`src/hdl/twa_pkg.sv`:
```
`timescale 1ns / 1ps
`default_nettype none

package twa_pkg;

  localparam logic [3:0] MONTH_JAN = 4'd1;
  localparam logic [3:0] MONTH_FEB = 4'd2;
  localparam logic [3:0] MONTH_DEC = 4'd12;

  localparam logic [5:0] OFFSET_MIN = 6'd1;
  localparam logic [5:0] OFFSET_MAX = 6'd59;

  typedef enum logic [0:0] {
    REG_MINUTES_BEFORE = 1'b0,
    REG_MINUTES_AFTER  = 1'b1
  } cfg_reg_t;

  typedef struct packed {
    logic [11:0] year;
    logic [3:0]  month;
    logic [4:0]  day;
    logic [4:0]  hour;
    logic [5:0]  minute;
    logic [5:0]  second;
  } stamp_t;

  typedef struct packed {
    logic [11:0] start_year;
    logic [3:0]  start_month;
    logic [4:0]  start_day;
    logic [4:0]  start_hour;
    logic [5:0]  start_minute;
    logic [11:0] end_year;
    logic [3:0]  end_month;
    logic [4:0]  end_day;
    logic [4:0]  end_hour;
    logic [5:0]  end_minute;
    logic [5:0]  window_second;
  } window_t;

endpackage

`default_nettype wire

```
`src/hdl/time_window_around_timestamp.sv`:
```
`timescale 1ns / 1ps
`default_nettype none

// A timestamp taken at a clock edge passes through the input register, then the result
// register; done rises in the same cycle that its window appears at the outputs.
// Throughput: one timestamp per cycle; busy is high only during reset.
// The calendar logic between the two registers sets the clock rate.
// Reset clears the valid flags and sets both minute offsets to 1.

module time_window_around_timestamp (
  input  logic        clk,
  input  logic        rst,
  input  logic        start,
  output logic        busy,
  input  logic [11:0] in_year,
  input  logic [3:0]  in_month,
  input  logic [4:0]  in_day,
  input  logic [4:0]  in_hour,
  input  logic [5:0]  in_minute,
  input  logic [5:0]  in_second,
  input  logic        cfg_valid,
  output logic        cfg_ready,
  input  logic [0:0]  cfg_index,
  input  logic [5:0]  cfg_data,
  output logic        done,
  output logic [11:0] start_year,
  output logic [3:0]  start_month,
  output logic [4:0]  start_day,
  output logic [4:0]  start_hour,
  output logic [5:0]  start_minute,
  output logic [11:0] end_year,
  output logic [3:0]  end_month,
  output logic [4:0]  end_day,
  output logic [4:0]  end_hour,
  output logic [5:0]  end_minute,
  output logic [5:0]  window_second
);

  function automatic logic [5:0] clamp_offset(input logic [5:0] value);
    logic [5:0] result;
    if (value < twa_pkg::OFFSET_MIN) begin
      result = twa_pkg::OFFSET_MIN;
    end else if (value > twa_pkg::OFFSET_MAX) begin
      result = twa_pkg::OFFSET_MAX;
    end else begin
      result = value;
    end
    return result;
  endfunction

  logic             stamp_valid;
  twa_pkg::stamp_t  stamp;
  logic [5:0]       minutes_before;
  logic [5:0]       minutes_after;
  twa_pkg::window_t window_next;
  twa_pkg::window_t window;

  assign busy      = rst;
  assign cfg_ready = 1'b1;

  always_ff @(posedge clk) begin
    if (rst) begin
      minutes_before <= twa_pkg::OFFSET_MIN;
      minutes_after  <= twa_pkg::OFFSET_MIN;
    end else if (cfg_valid && cfg_ready) begin
      case (cfg_index)
        twa_pkg::REG_MINUTES_BEFORE: minutes_before <= clamp_offset(cfg_data);
        twa_pkg::REG_MINUTES_AFTER:  minutes_after  <= clamp_offset(cfg_data);
        default: ;
      endcase
    end
  end

  always_ff @(posedge clk) begin
    if (rst) begin
      stamp_valid <= 1'b0;
      done        <= 1'b0;
    end else begin
      stamp_valid <= start && !busy;
      done        <= stamp_valid;
    end
    if (start && !busy) begin
      stamp <= '{year: in_year, month: in_month, day: in_day, hour: in_hour,
                 minute: in_minute, second: in_second};
    end
    if (stamp_valid) begin
      window <= window_next;
    end
  end

  twa_calc u_calc (
    .stamp      (stamp),
    .min_before (minutes_before),
    .min_after  (minutes_after),
    .window     (window_next)
  );

  assign start_year    = window.start_year;
  assign start_month   = window.start_month;
  assign start_day     = window.start_day;
  assign start_hour    = window.start_hour;
  assign start_minute  = window.start_minute;
  assign end_year      = window.end_year;
  assign end_month     = window.end_month;
  assign end_day       = window.end_day;
  assign end_hour      = window.end_hour;
  assign end_minute    = window.end_minute;
  assign window_second = window.window_second;

endmodule

`default_nettype wire

```
`src/hdl/twa_calc.sv`:
```
`timescale 1ns / 1ps
`default_nettype none

module twa_calc (
  input  twa_pkg::stamp_t  stamp,
  input  logic [5:0]       min_before,
  input  logic [5:0]       min_after,
  output twa_pkg::window_t window
);

  function automatic logic [4:0] month_days(input logic [3:0] month, input logic leap);
    logic [4:0] days;
    case (month) inside
      4'd1, 4'd3, 4'd5, 4'd7, 4'd8, 4'd10, 4'd12: days = 5'd31;
      twa_pkg::MONTH_FEB: days = leap ? 5'd29 : 5'd28;
      default: days = 5'd30;
    endcase
    return days;
  endfunction

  // Year divided by 100 through a reciprocal; exact for every 12-bit year.
  logic [24:0] year_prod;
  logic [5:0]  cent;
  logic [11:0] cent_rem;
  logic        div100;
  logic        div400;
  logic        leap;

  logic [6:0]  min_ext;
  logic        borrow;
  logic [5:0]  start_minute;
  logic [6:0]  end_sum;
  logic        carry;
  logic [4:0]  prev_days;
  logic [4:0]  cur_days;
  logic        day_over;

  always_comb begin
    year_prod = 25'(stamp.year) * 25'd5243;
    cent      = year_prod[24:19];
    cent_rem  = stamp.year - 12'(13'(cent) * 13'd100);
    div100    = (cent_rem == 12'd0);
    div400    = div100 && (cent[1:0] == 2'd0);
    leap      = ((stamp.year[1:0] == 2'd0) && !div100) || div400;

    min_ext   = {1'b0, stamp.minute};
    borrow    = (stamp.minute < min_before);
    if (borrow) begin
      start_minute = 6'(min_ext + 7'd60 - {1'b0, min_before});
    end else begin
      start_minute = stamp.minute - min_before;
    end
    end_sum   = min_ext + {1'b0, min_after};
    carry     = (end_sum > 7'd59);
    prev_days = month_days(stamp.month - 4'd1, leap);
    cur_days  = month_days(stamp.month, leap);
    day_over  = ({1'b0, stamp.day} + 6'd1) > {1'b0, cur_days};

    window.window_second = stamp.second;

    window.start_year   = stamp.year;
    window.start_month  = stamp.month;
    window.start_day    = stamp.day;
    window.start_hour   = stamp.hour;
    window.start_minute = start_minute;
    if (borrow) begin
      if (stamp.hour == 5'd0) begin
        window.start_hour = 5'd23;
        if (stamp.day < 5'd2) begin
          if (stamp.month < twa_pkg::MONTH_FEB) begin
            window.start_month = twa_pkg::MONTH_DEC;
            window.start_year  = stamp.year - 12'd1;
            window.start_day   = 5'd31;
          end else begin
            window.start_month = stamp.month - 4'd1;
            window.start_day   = prev_days;
          end
        end else begin
          window.start_day = stamp.day - 5'd1;
        end
      end else begin
        window.start_hour = stamp.hour - 5'd1;
      end
    end

    window.end_year   = stamp.year;
    window.end_month  = stamp.month;
    window.end_day    = stamp.day;
    window.end_hour   = stamp.hour;
    window.end_minute = 6'(end_sum);
    if (carry) begin
      window.end_minute = 6'(end_sum - 7'd60);
      if (stamp.hour >= 5'd23) begin
        window.end_hour = 5'd0;
        if (day_over) begin
          window.end_day = 5'd1;
          if (stamp.month >= twa_pkg::MONTH_DEC) begin
            window.end_month = twa_pkg::MONTH_JAN;
            window.end_year  = stamp.year + 12'd1;
          end else begin
            window.end_month = stamp.month + 4'd1;
          end
        end else begin
          window.end_day = stamp.day + 5'd1;
        end
      end else begin
        window.end_hour = stamp.hour + 5'd1;
      end
    end
  end

endmodule

`default_nettype wire

```
`config.mk`:
```
export PLATFORM = sky130hd
export DESIGN_NAME = time_window_around_timestamp
export DESIGN_NICKNAME = d
export VERILOG_FILES = /design/src/hdl/twa_pkg.sv /design/src/hdl/time_window_around_timestamp.sv /design/src/hdl/twa_calc.sv
export SDC_FILE = /design/constraint.sdc
export NUM_CORES = 1
export LEC_CHECK = 0
export ABC_AREA = 1
export BUFFER_PORTS_ARGS = -buffer_cell sky130_fd_sc_hd__buf_2
export CORE_UTILIZATION = 45
export CTS_CLUSTER_DIAMETER = 150
export DETAILED_ROUTE_END_ITERATION = 8
export PLACE_DENSITY_LB_ADDON = 0.15
export SLEW_MARGIN = 30
export SYNTH_ARGS = -nofsm -noshare
export SYNTH_HDL_FRONTEND = slang
export SYNTH_SLANG_ARGS = --single-unit
```
`constraint.sdc`:
```
create_clock -name clk -period 12.9 [get_ports clk]
set_input_delay 2.58 -clock clk [delete_from_list [all_inputs] [get_ports clk]]
set_output_delay 2.58 -clock clk [all_outputs]
set_load 0.01 [all_outputs]
```
; ---- After elaboration in Yosys (flattened, before gate mapping)
; Index checks and enable logic that the tools add are counted.
[totals]
reg_bits = 122
rom_bits = 0
n_memories = 0
word_cells = 100
ram_bits = 0
inputBits = 49
latchBits = 0
out_inout_bits = 73
[classes]
order_cmp = 9
reduce_logical = 14
shift = 0
n_bitwise = 1
n_addsub = 15
mux = 22
eq_ne = 16
mul = 2
div = 0
[op_table]
columns = cell, count
row1 = $mux 21, 2
row2 = $mux 5, 8
row3 = $mux 16, 2
row4 = $mux 32, 1
row5 = $mux 26, 1
row6 = $mul 12x13->25 const B, 1
row7 = $eq 4x4->1 const B, 6
row8 = $mux 12, 2
row9 = $mux 6, 3
row10 = $eq 4x2->1 const B, 4
row11 = $eq 4x3->1 const B, 4
row12 = $reduce_or 7->1, 2
row13 = $add 12x1->12 const B, 1
row14 = $logic_not 12->1, 1
row15 = $sub 12x1->12 const B, 1
row16 = $sub 12x12->12, 1
row17 = $sub 6x6->6, 2
row18 = $add 5x1->5 const B, 2
row19 = $mul 6x5->10 const B, 1
row20 = $sub 5x1->5 const B, 2
row21 = $mux 9, 1
row22 = $eq 4x1->1 const B, 2
row23 = $add 6x6->7, 1
row24 = $gt 7x6->1 const B, 1
row25 = other kinds (22), 27

; ---- Logic depth before layout (Yosys ltp)
; Gate-level depths: netlist (run 1).
[logic_depth]
ltp_word = 14
depth_mapped = 53
ltp_nobuf = 53

; ---- Modules after synthesis
; Synthesis (run 1) repeated with hierarchy kept, for this count alone.
[hier_totals]
cells_unflattened = 1257
hier_area_um2 = 10655.2
[modules_own_cells]
columns = mod, area_per_inst_um2, cells_per_inst, n_inst, seq_area_each_um2
row1 = twa_calc, 6841.6, 1071, 1, 0.0
row2 = time_window_around_timestamp, 3813.7, 186, 1, 3523.4

; ---- Worst setup path before layout (run 1)
; Ideal clock, no wire load.
[synth_path]
kind = register to register
from = reg, netlist name stamp[35]
to = reg window, in the netlist end_year[5], data pin
setup_time_ps = 267
setup_slack_ps = 4405
required_time_ps = 12633
path_stages_with_launch = 47
n_path_buf = 1
synth_period_minus_slack_ps = 8495
t_arrival_ps = 8228
path_cell_list = edfxtp_1 fa_1 xor2_1 ha_1 a21oi_1 fa_1 inv_1 fa_1 inv_1 fa_1 inv_1 ha_1 nand2_1 nor4_1 nand3_1 o211ai_1 xor2_1 ha_1 (+11 left out) inv_1 nand2_1 nand2_1 nand3_1 nand2_1 o21bai_1 ha_1 nand2_1 inv_1 nor3_1 nand3_1 nand2_1 buf_2 o21ai_0 nand2_1 o21ai_0 nand2_1 o21ai_0
[synth_rtl]
columns = item, line_no
row1 = to (signal assigned), time_window_around_timestamp.sv:87  ; window <= window_next;
row2 = to (decl), time_window_around_timestamp.sv:56  ; twa_pkg::window_t window;

==> Flow_metrics.wiki, run 1 <==
{| class="wikitable"
! Metric !! Value
|-
| Post-synthesis share of cell area spent on and, or, nand and nor gates || 17.4%
|-
| Unrepaired setup endpoints after global routing || no
|-
| Post-CTS Resized || 0
|-
| Clock-pin slew reported for the worst setup and hold paths after clock tree synthesis || 0.06 ns
|-
| Vias/cell || 4.92
|-
| Portion of netlist area occupied by mux cells || 0%
|-
| Dominant combinational cell family by area after synthesis || adder cells
|-
| Post-synth top flop || sky130_fd_sc_hd__edfxtp_1
|-
| Compound-cell area share of the yosys netlist || 8.50%
|-
| Die extent in y || 155 um
|-
| All-Layer GR Usage || 21.4%
|-
| Count of hold buffers inserted by post-cts repair || 0
|-
| Synthesized cell area || 10500 um2
|-
| Endpoint arrival time on the critical path || 10.18 ns
|-
| CTS tree || yes
|-
| Most common cell after layout, fill and taps aside || sky130_fd_sc_hd__nand2_1
|-
| Parity-gate share of the synthesized area counting xor and xnor cells || 4.65%
|-
| Most repeated library cell on the critical path || sky130_fd_sc_hd__nand2_1
|-
| Portion of the clock cycle consumed by the worst path in the final layout || 77.8%
|-
| Synthesized-area fraction occupied by adder cells || 27.3%
|-
| Number of input and output port buffers inserted || 120
|-
| Pre-Repair DR Iteration Count || 5
|-
| Routability congestion estimate || 0.906
|-
| Synthesized instance count || 1219
|-
| Buffers from clock root to sink, at most || 2
|-
| Setup TNS || 0 ns
|-
| Die outline width || 155 um
|-
| Net count, final || 1591
|-
| IO Count || 122
|-
| Master of the slowest instance on the critical path || sky130_fd_sc_hd__edfxtp_1
|-
| Worst-case vdd ir drop || 0.229 mV
|-
| DRC violation count after routing || 0
|-
| Classification of the worst setup path || reg -> reg
|-
| Count of cell types in the netlist || 39
|-
| Final routed wirelength across all metal layers || 24400 um
|-
| Nature of the critical path endpoint || register
|-
| Cell area after placement || 11400 um2
|-
| Type of the tightest min-delay check || reg -> reg
|-
| Buffers inserted during post-CTS setup optimization || 0
|-
| Antenna violations before repair || 0
|-
| Global-route wire length before repair || 39900 um
|-
| Max Fanout on Critical Path || 31
|-
| Required time at the endpoint of the critical path || 13.05 ns
|-
| Starting density of the core || 46.1%
|-
| Slew headroom || 44.2%
|-
| End point of the worst hold path || window_second[0]
|-
| Syn Nets || 1469
|-
| Syn_area_per_cell || 8.62 um2
|-
| Later-pin clock latency in the skew report || 0.42 ns
|-
| Area growth from synthesis to layout || 14.4%
|-
| Slew at the pin closest to its max-slew limit || 0.835 ns
|-
| Leak || 0.00589 uW
|-
| Endpoint of the lowest-slack register-to-register path || end_year[8]
|-
| Worst clock skew on the final layout || 0.0111 ns
|-
| Number of max-cap violations || 0
|-
| Proportion of synthesized flip-flops having asynchronous set or reset || 0%
|-
| Number of DRC markers after the initial detailed-route iteration || 433
|-
| Kind of start point of the critical path || register
|-
| Worst Hold Launch || stamp[0]
|-
| Antenna Violating Nets Remaining || 0
|-
| F_max || 99.6 MHz
|-
| Number of diodes || 0
|-
| Fraction of layout cells with a size suffix above 1 || 12.5%
|-
| Detailed-placement wirelength estimate || 19300 um
|-
| Worst reg2reg setup slack || 2.86 ns
|-
| Die footprint || 24000 um2
|-
| Grt ovf || 0
|-
| Root buf cell || sky130_fd_sc_hd__clkbuf_16
|-
| Worst hold path depth || 0
|-
| Total number of placement rows || 55
|-
| Outcome || finished clean
|-
| H-tree depth || 4
|-
| Number of enable flip-flop cells after synthesis || 108
|-
| Number of CTS-inserted buffers || 17
|-
| Launching point of the worst reg2reg path || stamp[35]
|-
| Maximum number of pins on one net before global-route repair || 72
|-
| Minimum period implied by the final worst setup slack || 10.04 ns
|-
| FF+latch count, synth || 122
|-
| Final max-slew violation count || 0
|-
| Total non-filler cell area in the finished layout || 12000 um2
|-
| Clk sinks || 122
|-
| Leading cell types in the layout, fill and taps excluded || sky130_fd_sc_hd__nand2_1, sky130_fd_sc_hd__inv_1, sky130_fd_sc_hd__ha_1
|-
| Vias in the first global route || 7847
|-
| Core region area || 22800 um2
|-
| Power per Cell Area || 272 nW/um2
|-
| Number of warning messages in the yosys log || 0
|-
| Routed len/inst || 14.7 um
|-
| Hold Fails Final Rpt || 0
|-
| Largest stage delay on the critical path || 0.72 ns
|-
| Length in cells of the worst reg-to-reg path || 44
|-
| Register area share after synthesis || 33.5%
|-
| Total via count after detailed routing || 8201
|-
| Final setup violating endpoints || 0
|}
layout make-up:
class / instances / area [um2]
Timing Repair Buffer: 123 / 643
Clock inverter: 15 / 151
Tap cell: 313 / 392
Clock buffer: 17 / 425
Fill cell: 2147 / 10800
Multi-Input combinational cell: 866 / 6090
Sequential cell: 122 / 3530
Inverter: 211 / 792
synthesized netlist by cell type, types with 14 or more instances:
cell / number / area (um2)
sky130_fd_sc_hd__o21ai_0: 93 / 465
sky130_fd_sc_hd__nand3_1: 55 / 275
sky130_fd_sc_hd__nand4_1: 18 / 113
sky130_fd_sc_hd__xnor2_1: 15 / 131
sky130_fd_sc_hd__edfxtp_1: 108 / 3240
sky130_fd_sc_hd__fa_1: 47 / 941
sky130_fd_sc_hd__a21oi_1: 49 / 245
sky130_fd_sc_hd__nand2_1: 267 / 1000
sky130_fd_sc_hd__dfxtp_1: 14 / 280
sky130_fd_sc_hd__xor2_1: 39 / 342
sky130_fd_sc_hd__inv_1: 203 / 762
sky130_fd_sc_hd__ha_1: 154 / 1930
sky130_fd_sc_hd__nor2_1: 78 / 293
cells by family after synthesis:
logic type      count (synthesis)
fa+ha+maj                     201
buf+inv                       231
other cells                     1
flops                         122
simple gates                  442
compound gates                167
xor+xnor                       55
worst max path at each step:
stage	startpoint	to	slack [ns]	cells after the start
6_report	stamp[35]	end_year[8]	2.86	44
5_1_grt	stamp[35]	end_year[8]	2.06	43
4_1_cts	stamp[35]	end_year[8]	2.57	44
3_5_place_dp	stamp[35]	end_year[8]	2.62	44
3_3_place_gp	stamp[35]	end_year[8]	2.80	45
2_1_floorplan	stamp[35]	end_year[5]	4.41	46
where the power goes:
group	total [uW]	internal (uW)	switching, uW
logic	2310	881	1430
clock network	463	256	206
registers	497	471	25.3
total	3270	1610	1660
critical path: cells and delay by family (launching register included):
kind	cells	cell delay, ns
buffers and inverters	6	0.65
AO/OA/AOI/OAI	4	0.73
flip-flops	1	0.72
AND/OR/NAND/NOR	20	2.37
XOR/XNOR	2	0.47
adder cells (fa/ha/maj)	12	4.81
registers in the layout, indices dropped and copies added, names as in the netlist:
register	flops
stamp	38
start_hour	5
end_hour	5
start_month	4
start_minute	6
start_year	12
stamp_valid	1
end_year	12
done	1
end_month	4
start_day	5
minutes_before	6
minutes_after	6
end_day	5
end_minute	6
window_second	6
metal layers:
layer | global-route usage [%] | part of all wire, % | vias up
li1 | - | - | 4244
met5 | 0 | 0 | -
met4 | 6.74 | 1.6 | 0
met2 | 34.6 | 46 | 154
met1 | 30.0 | 50 | 3782
met3 | 2.63 | 2.9 | 21
through the flow:
stage	utilization [%]	instances	hold WS [ns]	power [uW]	setup slack, ns
3_3_place_gp	50.1	1634	0.401	2790	2.80
4_1_cts	52.7	1666	0.420	3280	2.57
3_5_place_dp	50.1	1634	0.405	2790	2.62
5_1_grt	52.8	1667	0.427	3640	2.06
2_1_floorplan	-	1219	0.400	2290	4.41
6_report	52.8	1667	0.419	3270	2.86
Note: power is estimated with default switching activity, not from simulation.
==> run 2: changes to the inputs <==
- clock period: 12.9 -> 9 ns (I/O delays scaled with it)
==> Flow_metrics.wiki, run 2 (synthesis gave the netlist of run 1 again) <==
{| class="wikitable"
! Metric !! Value
|-
| Endpoint arrival time on the critical path || 8.86 ns (was 10.18 ns)
|-
| Worst hold path depth || 0 (unchanged)
|-
| Area growth from synthesis to layout || 24.6% (was 14.4%)
|-
| Maximum number of pins on one net before global-route repair || 72 (unchanged)
|-
| Required time at the endpoint of the critical path || 9.17 ns (was 13.05 ns)
|-
| Kind of start point of the critical path || register (unchanged)
|-
| Worst Hold Launch || stamp[5] (was stamp[0])
|-
| CTS tree || yes (unchanged)
|-
| Antenna violations before repair || 0 (unchanged)
|-
| Most common cell after layout, fill and taps aside || sky130_fd_sc_hd__nand2_1 (unchanged)
|-
| Routed len/inst || 14.6 um (was 14.7 um)
|-
| Core region area || 22800 um2 (unchanged)
|-
| Register containing the most flip-flops in the final layout || stamp (unchanged)
|-
| Cell area after placement || 11800 um2 (was 11400 um2)
|-
| Portion of the clock cycle consumed by the worst path in the final layout || 96.5% (was 77.8%)
|-
| Die outline width || 155 um (unchanged)
|-
| Clk sinks || 122 (unchanged)
|-
| Number of CTS-inserted buffers || 17 (unchanged)
|-
| Global-route wire length before repair || 40800 um (was 39900 um)
|-
| Pre-Repair DR Iteration Count || 5 (unchanged)
|-
| Master of the slowest instance on the critical path || sky130_fd_sc_hd__fa_1 (was sky130_fd_sc_hd__edfxtp_1)
|-
| Number of DRC markers after the initial detailed-route iteration || 417 (was 433)
|-
| All-Layer GR Usage || 21.9% (was 21.4%)
|-
| Multi-input logic area || 6620 um2 (was 6090 um2)
|-
| Vias in the first global route || 8204 (was 7847)
|-
| Hold Fails Final Rpt || 0 (unchanged)
|-
| Launching point of the worst reg2reg path || stamp[34] (was stamp[35])
|-
| IO Count || 122 (unchanged)
|-
| Largest stage delay on the critical path || 0.59 ns (was 0.72 ns)
|-
| Root buf cell || sky130_fd_sc_hd__clkbuf_16 (unchanged)
|-
| Clock-pin slew reported for the worst setup and hold paths after clock tree synthesis || 0.06 ns (about the same)
|-
| Outcome || finished clean (unchanged)
|-
| Minimum period implied by the final worst setup slack || 8.69 ns (was 10.04 ns)
|-
| Total number of placement rows || 55 (unchanged)
|-
| Slew headroom || 40.8% (was 44.2%)
|-
| Die footprint || 24000 um2 (unchanged)
|-
| Routability congestion estimate || 0.882 (was 0.906)
|-
| H-tree depth || 4 (unchanged)
|-
| Most repeated library cell on the critical path || sky130_fd_sc_hd__nand2_1 (unchanged)
|-
| Die extent in y || 155 um (unchanged)
|-
| Worst slack on hold paths || 0.419 ns (about the same)
|-
| Worst clock skew on the final layout || 0.0127 ns (was 0.0111 ns)
|-
| Total via count after detailed routing || 8552 (was 8201)
|-
| Number of fillers in the final layout || 2007 (was 2147)
|-
| Final setup violating endpoints || 0 (unchanged)
|-
| Number of input and output port buffers inserted || 120 (unchanged)
|-
| Unrepaired setup endpoints after global routing || yes (was no)
|-
| Detailed-placement wirelength estimate || 19600 um (was 19300 um)
|-
| End point of the worst hold path || window_second[5] (was window_second[0])
|-
| Nature of the critical path endpoint || register (unchanged)
|-
| Classification of the worst setup path || reg -> reg (unchanged)
|-
| Starting density of the core || 46.1% (unchanged)
|-
| Later-pin clock latency in the skew report || 0.43 ns (was 0.42 ns)
|-
| Length in cells of the worst reg-to-reg path || 49 (was 44)
|-
| Fraction of layout cells with a size suffix above 1 || 22.7% (was 12.5%)
|-
| Grt ovf || 0 (unchanged)
|-
| DRC violation count after routing || 0 (unchanged)
|-
| F_max || 115 MHz (was 99.6 MHz)
|-
| Util after Layout || 57.5% (was 52.8%)
|-
| Final max-slew violation count || 0 (unchanged)
|-
| Net count, final || 1658 (was 1591)
|-
| Number of max-cap violations || 0 (unchanged)
|-
| Buffers from clock root to sink, at most || 2 (unchanged)
|-
| Max Fanout on Critical Path || 7 (was 31)
|-
| Number of flip-flops in the largest register || 38 (unchanged)
|-
| Leading cell types in the layout, fill and taps excluded || sky130_fd_sc_hd__nand2_1, sky130_fd_sc_hd__inv_1, sky130_fd_sc_hd__ha_1 (unchanged)
|-
| Total non-filler cell area in the finished layout || 13100 um2 (was 12000 um2)
|-
| Antenna Violating Nets Remaining || 0 (unchanged)
|-
| Slew at the pin closest to its max-slew limit || 0.885 ns (was 0.835 ns)
|-
| Number of diodes || 0 (unchanged)
|-
| Worst reg2reg setup slack || 0.31 ns (was 2.86 ns)
|-
| Total area of sequential cells || 3530 um2 (unchanged)
|-
| Endpoint of the lowest-slack register-to-register path || end_year[9] (was end_year[8])
|-
| Type of the tightest min-delay check || reg -> reg (unchanged)
|-
| Final routed wirelength across all metal layers || 25400 um (was 24400 um)
|-
| Vias/cell || 4.93 (was 4.92)
|}
## run 2: changes by cell type in the layout (fill, tap and decap cells not counted), sizes merged
cell	change
buf	+67
inv	-1
clkinvlp	+1
## run 2: worst max path at each step
stage / start / to / slack (ns) / cells after the start
final: stamp[34] / end_year[9] / 0.31 / 49
after global placement: stamp[36] / end_year[0] / -0.22 / 47
after global routing: stamp[37] / end_year[9] / -0.12 / 47
after CTS: stamp[35] / end_month[2] / -0.006 / 47
after floorplan: stamp[35] / end_year[5] / 0.51 / 46
after detailed placement: stamp[36] / end_year[2] / -0.31 / 47
## run 2: final cells by class
type                    count  area share (%)
inverters                 211            6.09
multi-input cells         866            50.6
flip-flops and latches    122            26.9
repair buffers            190            9.03
clock inverters            15            1.16
well taps                 313            2.99
clock buffers              17            3.25
## run 2: what timing repair did
action | 4_1_cts | 5_1_grt
buffers inserted | 10 | 3
hold buffers | 0 | 0
pin swaps | 18 | 60
setup endpoints to repair | 20 | 21
gates resized for setup | 21 | 90
cloned | 1 | 0
## run 2: worst max-delay path, delay by kind of cell, from the launching register on
family / cells / cell delay, ns
DFF: 1 / 0.46
buffers and inverters: 8 / 0.71
AOI/OAI and AO/OA: 3 / 0.33
xor gates and xnor gates: 2 / 0.34
adders and majority gates: 12 / 4.59
and+or+nand+nor: 24 / 1.98
## run 2: layer usage
metal | vias up | track usage, % | wire [um]
li1 | 4380 | - | -
met2 | 199 | 35.3 | 11900
met1 | 3949 | 30.4 | 12200
met5 | - | 0 | 0
met4 | 0 | 6.36 | 308
met3 | 24 | 3.33 | 983
## run 2: per-stage QoR
| step | worst slack, ns | TNS, ns | std cells |
|---|---|---|---|
| CTS | -0.00647 | -0.0173 | 1730 |
| global placement | -0.218 | -3.68 | 1687 |
| floorplan | 0.505 | 0 | 1219 |
| detailed placement | -0.310 | -5.13 | 1687 |
| finish | 0.313 | 0 | 1734 |
| global route | -0.119 | -1.48 | 1734 |
Power of run 2 is left out: the tool's default activity adds up to more than one toggle a clock period on the data nets, which glitch-free logic cannot reach.
